File: src/rtl/core/swd_pkg.sv
`timescale 1ns / 1ps
// ----------------------------------------------------------------------------
// swd_pkg: shared types and constants for the swipe direction classifier
// Op, direction and register codes, the control word layout and the
// microcode program that drives the end-of-swipe classification.
// ----------------------------------------------------------------------------
package swd_pkg;

    // Field widths fixed by the interface
    localparam int OP_W     = 2;
    localparam int FINGER_W = 4;
    localparam int DELTA_W  = 16;
    localparam int DIR_W    = 2;
    localparam int CMD_W    = 3;
    localparam int THRESH_W = 23;
    localparam int RATIO_W  = 16;
    localparam int CFG_IDX_W = 2;

    // Ratio is Q0.16, so the squares are scaled by 2^16 before comparing
    localparam int FRAC_W  = 16;
    // Multiplier consumes one 8-bit digit per step
    localparam int DIGIT_W = 8;
    // r has two digits
    localparam int RATIO_DIGITS = RATIO_W / DIGIT_W;

    // Input op codes
    localparam logic [OP_W-1:0] OP_BEGIN  = 2'd0;
    localparam logic [OP_W-1:0] OP_UPDATE = 2'd1;
    localparam logic [OP_W-1:0] OP_END    = 2'd2;

    // Direction codes
    localparam logic [DIR_W-1:0] DIR_UP    = 2'd0;
    localparam logic [DIR_W-1:0] DIR_DOWN  = 2'd1;
    localparam logic [DIR_W-1:0] DIR_LEFT  = 2'd2;
    localparam logic [DIR_W-1:0] DIR_RIGHT = 2'd3;

    // Command codes: no command, else direction plus one
    localparam logic [CMD_W-1:0] CMD_NONE = 3'd0;
    localparam logic [CMD_W-1:0] CMD_BASE = 3'd1;

    // Configuration register indexes
    localparam logic [CFG_IDX_W-1:0] REG_THRESH  = 2'd0;
    localparam logic [CFG_IDX_W-1:0] REG_RATIO   = 2'd1;
    localparam logic [CFG_IDX_W-1:0] REG_FINGERS = 2'd2;

    // Reset values of the configuration registers
    localparam logic [THRESH_W-1:0] THRESH_RST  = 23'd25600;
    localparam logic [RATIO_W-1:0]  RATIO_RST   = 16'd27146;
    localparam logic [FINGER_W-1:0] FINGERS_RST = 4'd3;

    // Program addresses
    localparam int PC_W = 4;
    localparam logic [PC_W-1:0] PC_CHECK   = 4'd0;
    localparam logic [PC_W-1:0] PC_MUL_XX  = 4'd1;
    localparam logic [PC_W-1:0] PC_SAVE_A  = 4'd2;
    localparam logic [PC_W-1:0] PC_MUL_YY  = 4'd3;
    localparam logic [PC_W-1:0] PC_SAVE_B  = 4'd4;
    localparam logic [PC_W-1:0] PC_MUL_XY  = 4'd5;
    localparam logic [PC_W-1:0] PC_LOAD_CR = 4'd6;
    localparam logic [PC_W-1:0] PC_MUL_CR  = 4'd7;
    localparam logic [PC_W-1:0] PC_RHS     = 4'd8;
    localparam logic [PC_W-1:0] PC_DECIDE  = 4'd9;

    // Multiplier operand selection
    typedef enum logic [2:0] {
        LD_NONE,
        LD_XX,
        LD_YY,
        LD_XY,
        LD_CR
    } mul_load_t;

    // Classification done by a step
    typedef enum logic [1:0] {
        DEC_NONE,
        DEC_THRESH,
        DEC_RATIO
    } decide_t;

    // Step counter control
    typedef enum logic [1:0] {
        J_NEXT,
        J_LOOP,
        J_BYPASS,
        J_END
    } jump_t;

    // One control word
    typedef struct packed {
        mul_load_t mul_load;
        logic      step;
        logic      store_a;
        logic      store_b;
        logic      form_rhs;
        decide_t   decide;
        jump_t     jump;
    } ucode_t;

    // Multiplier control from the sequencer
    typedef struct packed {
        logic load;
        logic step;
    } mul_ctl_t;

    // Microcode program ROM
    function automatic ucode_t ucode_word(input logic [PC_W-1:0] pc);
        ucode_t w;
        begin
            w          = '0;
            w.mul_load = LD_NONE;
            w.decide   = DEC_NONE;
            w.jump     = J_NEXT;
            case (pc)
                PC_CHECK:
                begin
                    w.decide   = DEC_THRESH;
                    w.mul_load = LD_XX;
                    w.jump     = J_BYPASS;
                end
                PC_MUL_XX, PC_MUL_YY, PC_MUL_XY, PC_MUL_CR:
                begin
                    w.step = 1'b1;
                    w.jump = J_LOOP;
                end
                PC_SAVE_A:
                begin
                    w.store_a  = 1'b1;
                    w.mul_load = LD_YY;
                end
                PC_SAVE_B:
                begin
                    w.store_b  = 1'b1;
                    w.mul_load = LD_XY;
                end
                PC_LOAD_CR:
                begin
                    w.mul_load = LD_CR;
                end
                PC_RHS:
                begin
                    w.form_rhs = 1'b1;
                end
                PC_DECIDE:
                begin
                    w.decide = DEC_RATIO;
                    w.jump   = J_END;
                end
                default:
                begin
                    w.jump = J_END;
                end
            endcase
            return w;
        end
    endfunction

endpackage

File: src/rtl/core/swd_mul.sv
`timescale 1ns / 1ps
// ----------------------------------------------------------------------------
// swd_mul: digit-serial multiplier
// Multiplies a wide multiplicand by an operand one 8-bit digit per step,
// accumulating into a wide register. Load sets operands and step count.
// ----------------------------------------------------------------------------
module swd_mul
    import swd_pkg::*;
#(
    parameter int OPW  = 24,
    parameter int ACCW = 64,
    parameter int CNTW = 2
)
(
    input  logic            clk,
    input  logic            rst_n,
    input  mul_ctl_t        ctl,
    input  logic [ACCW-1:0] mcand,
    input  logic [OPW-1:0]  mplier,
    input  logic [CNTW-1:0] cnt,
    output logic [ACCW-1:0] acc,
    output logic            more
);

    logic [ACCW-1:0] mcand_reg;
    logic [OPW-1:0]  mplier_reg;
    logic [CNTW-1:0] cnt_reg;
    logic [ACCW-1:0] acc_reg;
    logic [ACCW-1:0] pp;

    // partial product of the current low digit
    assign pp = mcand_reg * {{(ACCW-DIGIT_W){1'b0}}, mplier_reg[DIGIT_W-1:0]};

    // step count: control state
    always_ff @(posedge clk or negedge rst_n)
    begin
        if (!rst_n)
        begin
            cnt_reg <= '0;
        end
        else if (ctl.load)
        begin
            cnt_reg <= cnt;
        end
        else if (ctl.step && (cnt_reg != '0))
        begin
            cnt_reg <= cnt_reg - {{(CNTW-1){1'b0}}, 1'b1};
        end
    end

    // operands and accumulator
    always_ff @(posedge clk)
    begin
        if (ctl.load)
        begin
            mcand_reg  <= mcand;
            mplier_reg <= mplier;
            acc_reg    <= '0;
        end
        else if (ctl.step)
        begin
            acc_reg    <= acc_reg + pp;
            mcand_reg  <= mcand_reg << DIGIT_W;
            mplier_reg <= mplier_reg >> DIGIT_W;
        end
    end

    assign acc  = acc_reg;
    assign more = (cnt_reg != '0);

endmodule

File: src/rtl/core/swipe_direction_classifier_top.sv
`timescale 1ns / 1ps
// ----------------------------------------------------------------------------
// swipe_direction_classifier_top: touchpad swipe classifier
// Accumulates saturating motion sums between gesture begin and end, then
// classifies the swipe with a microcoded sequencer over a shared multiplier.
// ----------------------------------------------------------------------------
// Begin and update words may follow back to back while no end word is being classified.
// An end word holds the input off until the threshold alone decides, or
// until the oblique ratio test has run when both sums reach the threshold;
// the 8-bit digit-serial multiplier carries that test.
// The result word is valid the cycle after the deciding step.
// Reset (rst_n, asynchronous) clears sums, latched fingers and sequencer and
// loads the default threshold, ratio and command finger count.
module swipe_direction_classifier_top
    import swd_pkg::*;
#(
    parameter int SUM_WIDTH = 24
)
(
    input  logic                 clk,
    input  logic                 rst_n,
    // configuration write port
    input  logic                 cfg_we,
    input  logic [CFG_IDX_W-1:0] cfg_index,
    input  logic [THRESH_W-1:0]  cfg_data,
    // input stream
    input  logic                 s_tvalid,
    output logic                 s_tready,
    input  logic [39:0]          s_tdata,  // finger_count[3:0], delta_x[19:4], delta_y[35:20]
    input  logic [OP_W-1:0]      s_tuser,  // op[1:0]
    // result stream
    output logic                 m_tvalid,
    input  logic                 m_tready,
    output logic [15:0]          m_tdata   // direction[1:0], fingers[5:2], command[8:6]
);

    localparam int W     = SUM_WIDTH;
    localparam int MW    = 2 * SUM_WIDTH;
    localparam int PW    = MW + FRAC_W;
    localparam int CMP_W = (SUM_WIDTH > THRESH_W) ? SUM_WIDTH : THRESH_W;
    localparam int NDIG  = (SUM_WIDTH + DIGIT_W - 1) / DIGIT_W;
    localparam int CNT_W = $clog2(NDIG);

    // configuration
    logic [THRESH_W-1:0] thr_reg;
    logic [RATIO_W-1:0]  ratio_reg;
    logic [FINGER_W-1:0] cmd_fingers_reg;

    // gesture state
    logic [W-1:0]        sum_x_reg, sum_x_next;
    logic [W-1:0]        sum_y_reg, sum_y_next;
    logic [FINGER_W-1:0] latched_reg;

    // sequencer
    logic                busy_reg, busy_next;
    logic [PC_W-1:0]     pc_reg, pc_next;
    ucode_t              cw;
    logic                stall, adv;

    // classification datapath
    logic [W-1:0]        ax_reg, ay_reg;
    logic                x_pos_reg, y_pos_reg;
    logic [MW-1:0]       sq_a_reg, sq_b_reg;
    logic [PW-1:0]       rh_x_reg, rh_y_reg;

    // result register
    logic                m_tvalid_reg;
    logic [DIR_W-1:0]    out_dir_reg;
    logic [FINGER_W-1:0] out_fingers_reg;
    logic [CMD_W-1:0]    out_cmd_reg;

    // multiplier
    mul_ctl_t            mctl;
    logic [PW-1:0]       m_mcand;
    logic [W-1:0]        m_mplier;
    logic [CNT_W-1:0]    m_cnt;
    logic [PW-1:0]       m_acc;
    logic                m_more;

    logic                in_acc;
    logic [OP_W-1:0]     in_op;
    logic [FINGER_W-1:0] in_fingers;
    logic [DELTA_W-1:0]  in_dx, in_dy;

    logic                both_ge, ax_gt, ay_gt;
    logic                horiz, vert;
    logic                emit_want, emitting;
    logic [DIR_W-1:0]    emit_dir;
    logic [CMD_W-1:0]    emit_cmd;

    // ------------------------------------------------------------------
    // input word unpacking
    assign in_acc     = s_tvalid && s_tready;
    assign in_op      = s_tuser;
    assign in_fingers = s_tdata[3:0];
    assign in_dx      = s_tdata[19:4];
    assign in_dy      = s_tdata[35:20];
    assign s_tready   = !busy_reg;

    // saturating add of a Q8.8 delta to a sum
    function automatic logic [W-1:0] sat_add(input logic [W-1:0] s,
                                             input logic [DELTA_W-1:0] d);
        logic [W:0] t;
        begin
            t = {s[W-1], s} + {{(W+1-DELTA_W){d[DELTA_W-1]}}, d};
            if (t[W] != t[W-1])
            begin
                return t[W] ? {1'b1, {(W-1){1'b0}}} : {1'b0, {(W-1){1'b1}}};
            end
            return t[W-1:0];
        end
    endfunction

    // magnitude; the most negative sum maps to 2^(W-1), still W bits
    function automatic logic [W-1:0] mag(input logic [W-1:0] s);
        begin
            return s[W-1] ? (~s) + {{(W-1){1'b0}}, 1'b1} : s;
        end
    endfunction

    // next sums
    always_comb
    begin
        sum_x_next = sum_x_reg;
        sum_y_next = sum_y_reg;
        if (in_acc)
        begin
            case (in_op)
                OP_BEGIN, OP_END:
                begin
                    sum_x_next = '0;
                    sum_y_next = '0;
                end
                OP_UPDATE:
                begin
                    sum_x_next = sat_add(sum_x_reg, in_dx);
                    sum_y_next = sat_add(sum_y_reg, in_dy);
                end
                default:
                begin
                    sum_x_next = sum_x_reg;
                    sum_y_next = sum_y_reg;
                end
            endcase
        end
    end

    // ------------------------------------------------------------------
    // threshold and ratio tests
    assign both_ge = (CMP_W'(ax_reg) >= CMP_W'(thr_reg)) &&
                     (CMP_W'(ay_reg) >= CMP_W'(thr_reg));
    assign ax_gt   = CMP_W'(ax_reg) > CMP_W'(thr_reg);
    assign ay_gt   = CMP_W'(ay_reg) > CMP_W'(thr_reg);
    assign horiz   = {sq_a_reg, {FRAC_W{1'b0}}} > rh_x_reg;
    assign vert    = {sq_b_reg, {FRAC_W{1'b0}}} > rh_y_reg;

    // control word and result selection
    assign cw = ucode_word(pc_reg);

    always_comb
    begin
        emit_want = 1'b0;
        emit_dir  = DIR_UP;
        case (cw.decide)
            DEC_THRESH:
            begin
                emit_want = !both_ge && (ax_gt || ay_gt);
                if (ax_gt)
                begin
                    emit_dir = x_pos_reg ? DIR_RIGHT : DIR_LEFT;
                end
                else
                begin
                    emit_dir = y_pos_reg ? DIR_DOWN : DIR_UP;
                end
            end
            DEC_RATIO:
            begin
                emit_want = horiz || vert;
                if (horiz)
                begin
                    emit_dir = x_pos_reg ? DIR_RIGHT : DIR_LEFT;
                end
                else
                begin
                    emit_dir = y_pos_reg ? DIR_DOWN : DIR_UP;
                end
            end
            default:
            begin
                emit_want = 1'b0;
                emit_dir  = DIR_UP;
            end
        endcase
    end

    assign emit_cmd = (latched_reg == cmd_fingers_reg) ?
                      ({1'b0, emit_dir} + CMD_BASE) : CMD_NONE;

    // hold the deciding step while the result register is still occupied
    assign stall    = busy_reg && emit_want && m_tvalid_reg && !m_tready;
    assign adv      = busy_reg && !stall;
    assign emitting = adv && emit_want;

    // step counter and jumps
    always_comb
    begin
        busy_next = busy_reg;
        pc_next   = pc_reg;
        if (in_acc && (in_op == OP_END))
        begin
            busy_next = 1'b1;
            pc_next   = PC_CHECK;
        end
        else if (adv)
        begin
            case (cw.jump)
                J_NEXT:
                begin
                    pc_next = pc_reg + {{(PC_W-1){1'b0}}, 1'b1};
                end
                J_LOOP:
                begin
                    if (!m_more)
                    begin
                        pc_next = pc_reg + {{(PC_W-1){1'b0}}, 1'b1};
                    end
                end
                J_BYPASS:
                begin
                    if (both_ge)
                    begin
                        pc_next = pc_reg + {{(PC_W-1){1'b0}}, 1'b1};
                    end
                    else
                    begin
                        busy_next = 1'b0;
                    end
                end
                default:
                begin
                    busy_next = 1'b0;
                end
            endcase
        end
    end

    // ------------------------------------------------------------------
    // multiplier operand selection
    always_comb
    begin
        mctl.load = adv && (cw.mul_load != LD_NONE);
        mctl.step = adv && cw.step;
        m_mcand   = PW'(ax_reg);
        m_mplier  = ax_reg;
        m_cnt     = CNT_W'(NDIG - 1);
        case (cw.mul_load)
            LD_YY:
            begin
                m_mcand  = PW'(ay_reg);
                m_mplier = ay_reg;
            end
            LD_XY:
            begin
                m_mcand  = PW'(ax_reg);
                m_mplier = ay_reg;
            end
            LD_CR:
            begin
                m_mcand  = PW'(m_acc[MW-1:0]);
                m_mplier = W'(ratio_reg);
                m_cnt    = CNT_W'(RATIO_DIGITS - 1);
            end
            default:
            begin
                m_mcand  = PW'(ax_reg);
                m_mplier = ax_reg;
            end
        endcase
    end

    swd_mul #(
        .OPW  (W),
        .ACCW (PW),
        .CNTW (CNT_W)
    ) u_mul (
        .clk    (clk),
        .rst_n  (rst_n),
        .ctl    (mctl),
        .mcand  (m_mcand),
        .mplier (m_mplier),
        .cnt    (m_cnt),
        .acc    (m_acc),
        .more   (m_more)
    );

    // ------------------------------------------------------------------
    // control state
    always_ff @(posedge clk or negedge rst_n)
    begin
        if (!rst_n)
        begin
            thr_reg         <= THRESH_RST;
            ratio_reg       <= RATIO_RST;
            cmd_fingers_reg <= FINGERS_RST;
            sum_x_reg       <= '0;
            sum_y_reg       <= '0;
            latched_reg     <= '0;
            busy_reg        <= 1'b0;
            pc_reg          <= PC_CHECK;
            m_tvalid_reg    <= 1'b0;
        end
        else
        begin
            // configuration writes
            if (cfg_we)
            begin
                case (cfg_index)
                    REG_THRESH:  thr_reg         <= cfg_data;
                    REG_RATIO:   ratio_reg       <= cfg_data[RATIO_W-1:0];
                    REG_FINGERS: cmd_fingers_reg <= cfg_data[FINGER_W-1:0];
                    default:     thr_reg         <= thr_reg;
                endcase
            end
            sum_x_reg <= sum_x_next;
            sum_y_reg <= sum_y_next;
            if (in_acc && (in_op == OP_BEGIN))
            begin
                latched_reg <= in_fingers;
            end
            busy_reg <= busy_next;
            pc_reg   <= pc_next;
            // result handshake
            if (emitting)
            begin
                m_tvalid_reg <= 1'b1;
            end
            else if (m_tready)
            begin
                m_tvalid_reg <= 1'b0;
            end
        end
    end

    // datapath registers
    always_ff @(posedge clk)
    begin
        // snapshot magnitudes and signs at gesture end
        if (in_acc && (in_op == OP_END))
        begin
            ax_reg    <= mag(sum_x_reg);
            ay_reg    <= mag(sum_y_reg);
            x_pos_reg <= !sum_x_reg[W-1] && (sum_x_reg != '0);
            y_pos_reg <= !sum_y_reg[W-1] && (sum_y_reg != '0);
        end
        if (adv && cw.store_a)
        begin
            sq_a_reg <= m_acc[MW-1:0];
        end
        if (adv && cw.store_b)
        begin
            sq_b_reg <= m_acc[MW-1:0];
        end
        // right-hand sides: other square scaled plus r times cross product
        if (adv && cw.form_rhs)
        begin
            rh_x_reg <= {sq_b_reg, {FRAC_W{1'b0}}} + m_acc;
            rh_y_reg <= {sq_a_reg, {FRAC_W{1'b0}}} + m_acc;
        end
        if (emitting)
        begin
            out_dir_reg     <= emit_dir;
            out_fingers_reg <= latched_reg;
            out_cmd_reg     <= emit_cmd;
        end
    end

    assign m_tvalid = m_tvalid_reg;
    assign m_tdata  = {7'd0, out_cmd_reg, out_fingers_reg, out_dir_reg};

    // ------------------------------------------------------------------
    // checks
    a_pc_in_program: assert property (@(posedge clk) disable iff (!rst_n)
        busy_reg |-> (pc_reg <= PC_DECIDE))
        else $error("sequencer ran past the end of the program");

    a_emit_at_decide: assert property (@(posedge clk) disable iff (!rst_n)
        emitting |-> ((pc_reg == PC_CHECK) || (pc_reg == PC_DECIDE)))
        else $error("result produced outside a deciding step");

    a_busy_after_end: assert property (@(posedge clk) disable iff (!rst_n)
        $rose(busy_reg) |-> $past(s_tvalid && s_tready && (s_tuser == OP_END)))
        else $error("sequencer started without a gesture end word");

    a_no_result_overrun: assert property (@(posedge clk) disable iff (!rst_n)
        (m_tvalid && !m_tready) |-> !emitting)
        else $error("result register overwritten while waiting");

endmodule

File: config.mk
export PLATFORM = sky130hd
export DESIGN_NAME = swipe_direction_classifier_top
export DESIGN_NICKNAME = d
export VERILOG_FILES = /design/src/rtl/core/swd_pkg.sv /design/src/rtl/core/swd_mul.sv /design/src/rtl/core/swipe_direction_classifier_top.sv
export SDC_FILE = /design/constraint.sdc
export NUM_CORES = 2
export LEC_CHECK = 0
export ABC_AREA = 1
export BUFFER_PORTS_ARGS = -buffer_cell sky130_fd_sc_hd__buf_2
export CORE_MARGIN = 2
export CORE_UTILIZATION = 60
export CTS_CLUSTER_SIZE = 40
export DETAILED_ROUTE_END_ITERATION = 16
export HOLD_SLACK_MARGIN = 0.06
export PLACE_DENSITY = 0.77
export SLEW_MARGIN = 20
export SYNTH_ARGS = -nofsm -noshare
export SYNTH_HDL_FRONTEND = slang
export SYNTH_SLANG_ARGS = --single-unit
File: constraint.sdc
create_clock -name clk -period 9.5 [get_ports clk]
set_clock_uncertainty 0.1 [all_clocks]
set_input_delay 0.95 -clock clk [delete_from_list [all_inputs] [get_ports clk]]
set_output_delay 0.95 -clock clk [all_outputs]
set_load 0.02 [all_outputs]
==> flow_summary.json <==
{
  "synthesis.area_um2": 50200,
  "synth-main-ff-cell": "edfxtp_1",
  "slew_headroom": 0.274,
  "startpoint_type": "flop",
  "met3_length_um": 9410,
  "ctsHtreeMaxLevel": 2,
  "cts_tree": "yes",
  "cp_top_family": "adder cells",
  "hold_viol_final": 0,
  "multiInputGateArea_um2": 29500,
  "seqCellArea_um2": 14500,
  "vias_per_cell": 5.55,
  "drive_above_1_share": 0.0398,
  "wire_per_inst_um": 19.0,
  "drtPass1Iterations": 7,
  "fill_cells": 7156,
  "tightest_slew_ns": 1.09,
  "drt_wl_total_um": 143000,
  "io_buffers": 78,
  "netlist_instances": 6412,
  "worstPathRequired_ns": 10.00,
  "setup_viol": 0,
  "io_pins": 90,
  "crit_fanout": 40,
  "die_height_um": 293,
  "synth.area.top_cells": "edfxtp_1, fa_1, nand2_1",
  "grt_max_degree": 74,
  "grt-ovfl-total": 0,
  "die_area_um2": 86000,
  "max_cap_viol_count": 0,
  "async_flop_share": 0.197,
  "critPathCaptureType": "flop",
  "place_inst": 7405,
  "grt_pass1_vias": 42005,
  "hp-class": "in -> async",
  "rsz0062_at_grt": "false",
  "ys_types": 62,
  "highest_layer": "met4",
  "path_class": "reg -> reg",
  "finalCritPeriodShare": 0.690,
  "synth_common_cells": "nand2_1, inv_1, nor2_1, fa_1, ha_1",
  "ys_seq_area_frac": 0.289,
  "crit_arrival_ns": 7.06,
  "yosysMostFrequentCell": "nand2_1",
  "synth-edff-count": 355,
  "post_cts_resized": 0,
  "synth_top_area_share": 0.212,
  "slowest_stage": "edfxtp_1",
  "synth.avg_cell_area_um2": 7.83,
  "grt_usage": 0.338,
  "row_count": 106,
  "initial_core_util": 0.603,
  "cts_max_path_buffers": 3,
  "hpwlAfterDp_um": 112000,
  "cp_cell_sequence": "buf_4 > nand2_1 > fa_1 > inv_1 > fa_1 > fa_1 > inv_1 > fa_1 > inv_1 > ha_1 > inv_1 > o21ai_0 > a21oi_1 > o21ai_0 > a21oi_1 > nand3_1 > xor2_1 > nand4_1 > a21oi_2",
  "grt_pass1_wl_um": 227000,
  "drc": 0,
  "drv_slew": 0,
  "die_x_um": 293,
  "fin_nets": 7240,
  "drt_iter0_markers": 3328,
  "drt.antenna.violating_nets": 0,
  "synth_top_cell_by_area": "edfxtp_1",
  "antenna_found_initial": 0,
  "cts_root_buf": "clkbuf_16",
  "met2_length_um": 67000,
  "core-area_um2": 83300,
  "diodes": 0,
  "clkLatencyLatePin_ns": 0.67,
  "clk_pin_slew_ns": 0.07,
  "cts.sinks": 522,
  "drt-met1-wl_um": 56800,
  "yosys_warnings": 0,
  "crit_buf_inv": 5,
  "max_stage_delay_ns": 1.04,
  "status": "completed",
  "reg2reg_setup_slack_ns": 2.95,
  "setup_tns_ns": 0,
  "gp_congestion": 1.00,
  "min_period_ns": 6.55,
  "cts_made_buffers": 60,
  "cts_hold_buf": 0,
  "fmax_mhz": 153,
  "area_growth_syn_to_layout_pct": 6.29,
  "vias": 41733,
  "post_cts_buffers": 0,
  "instances_no_fill": 7518,
  "ys_seq_elements": 522
}
-- stage by stage --
stage	setup WS, ns	util	instance area [µm²]	hold WS (ns)
6_report	2.95	0.641	53400	0.148
5_1_grt	2.66	0.641	53400	0.181
4_1_cts	3.10	0.641	53400	0.142
3_5_place_dp	3.12	0.615	51300	0.374
3_3_place_gp	3.21	0.615	51300	0.364
2_1_floorplan	2.30	-	50200	0.343
-- cells by family after synthesis --
logic type | Yosys count | share of synthesized area
AO/OA/AOI/OAI | 835 | 0.0933
XOR/XNOR | 244 | 0.0429
adder cells (fa/ha/maj) | 781 | 0.257
buffers and inverters | 1607 | 0.125
flip-flops | 522 | 0.289
multiplexers | 4 | 0.000897
other | 1 | 0.0000747
AND/OR/NAND/NOR | 2418 | 0.192
-- final cells by class --
type	instances	area share
Multi-Input combinational cell	4289	0.553
Sequential cell	522	0.272
Inverter	1412	0.0994
Clock buffer	77	0.0295
Tap cell	1080	0.0253
Timing Repair Buffer	102	0.0107
Clock inverter	36	0.0101
-- metal layers --
| layer | vias up | GRT usage |
|---|---|---|
| met5 | - | 0 |
| met4 | 0 | 0.188 |
| met3 | 411 | 0.0414 |
| met2 | 1598 | 0.570 |
| met1 | 19876 | 0.425 |
| li1 | 19848 | - |
-- placed cells by master (no fill, tap or decap), types with 25 or more instances in the layout --
cell / instances
a21o_1: 30
a21oi_1: 361
a22oi_1: 25
a31oi_1: 56
buf_2: 77
buf_4: 25
clkbuf_16: 60
dfrtp_1: 92
dfxtp_1: 64
edfxtp_1: 355
fa_1: 414
ha_1: 367
inv_1: 1410
nand2_1: 1599
nand3_1: 175
nand4_1: 41
nor2_1: 490
nor3_1: 54
o21ai_0: 218
o21ai_1: 39
xnor2_1: 101
xor2_1: 141
-- final timing paths --
| check | from | endpoint | depth (start not counted) |
|---|---|---|---|
| max | u_mul.mplier_reg[0] | u_mul.acc[47] | 19 |
| min | rst_n | sum_x_reg[15] | 1 |
| max reg2reg | u_mul.mplier_reg[0] | u_mul.acc[47] | 19 |
| min reg2reg | thr_reg[9] | thr_reg[9] | 2 |
| max in group asynchronous | rst_n | thr_reg[0] | 2 |
| min in group clk | m_tready | m_tvalid | 2 |
Power is left out: the tool's default activity adds up to more than one toggle a clock period on the data nets, which glitch-free logic cannot reach.
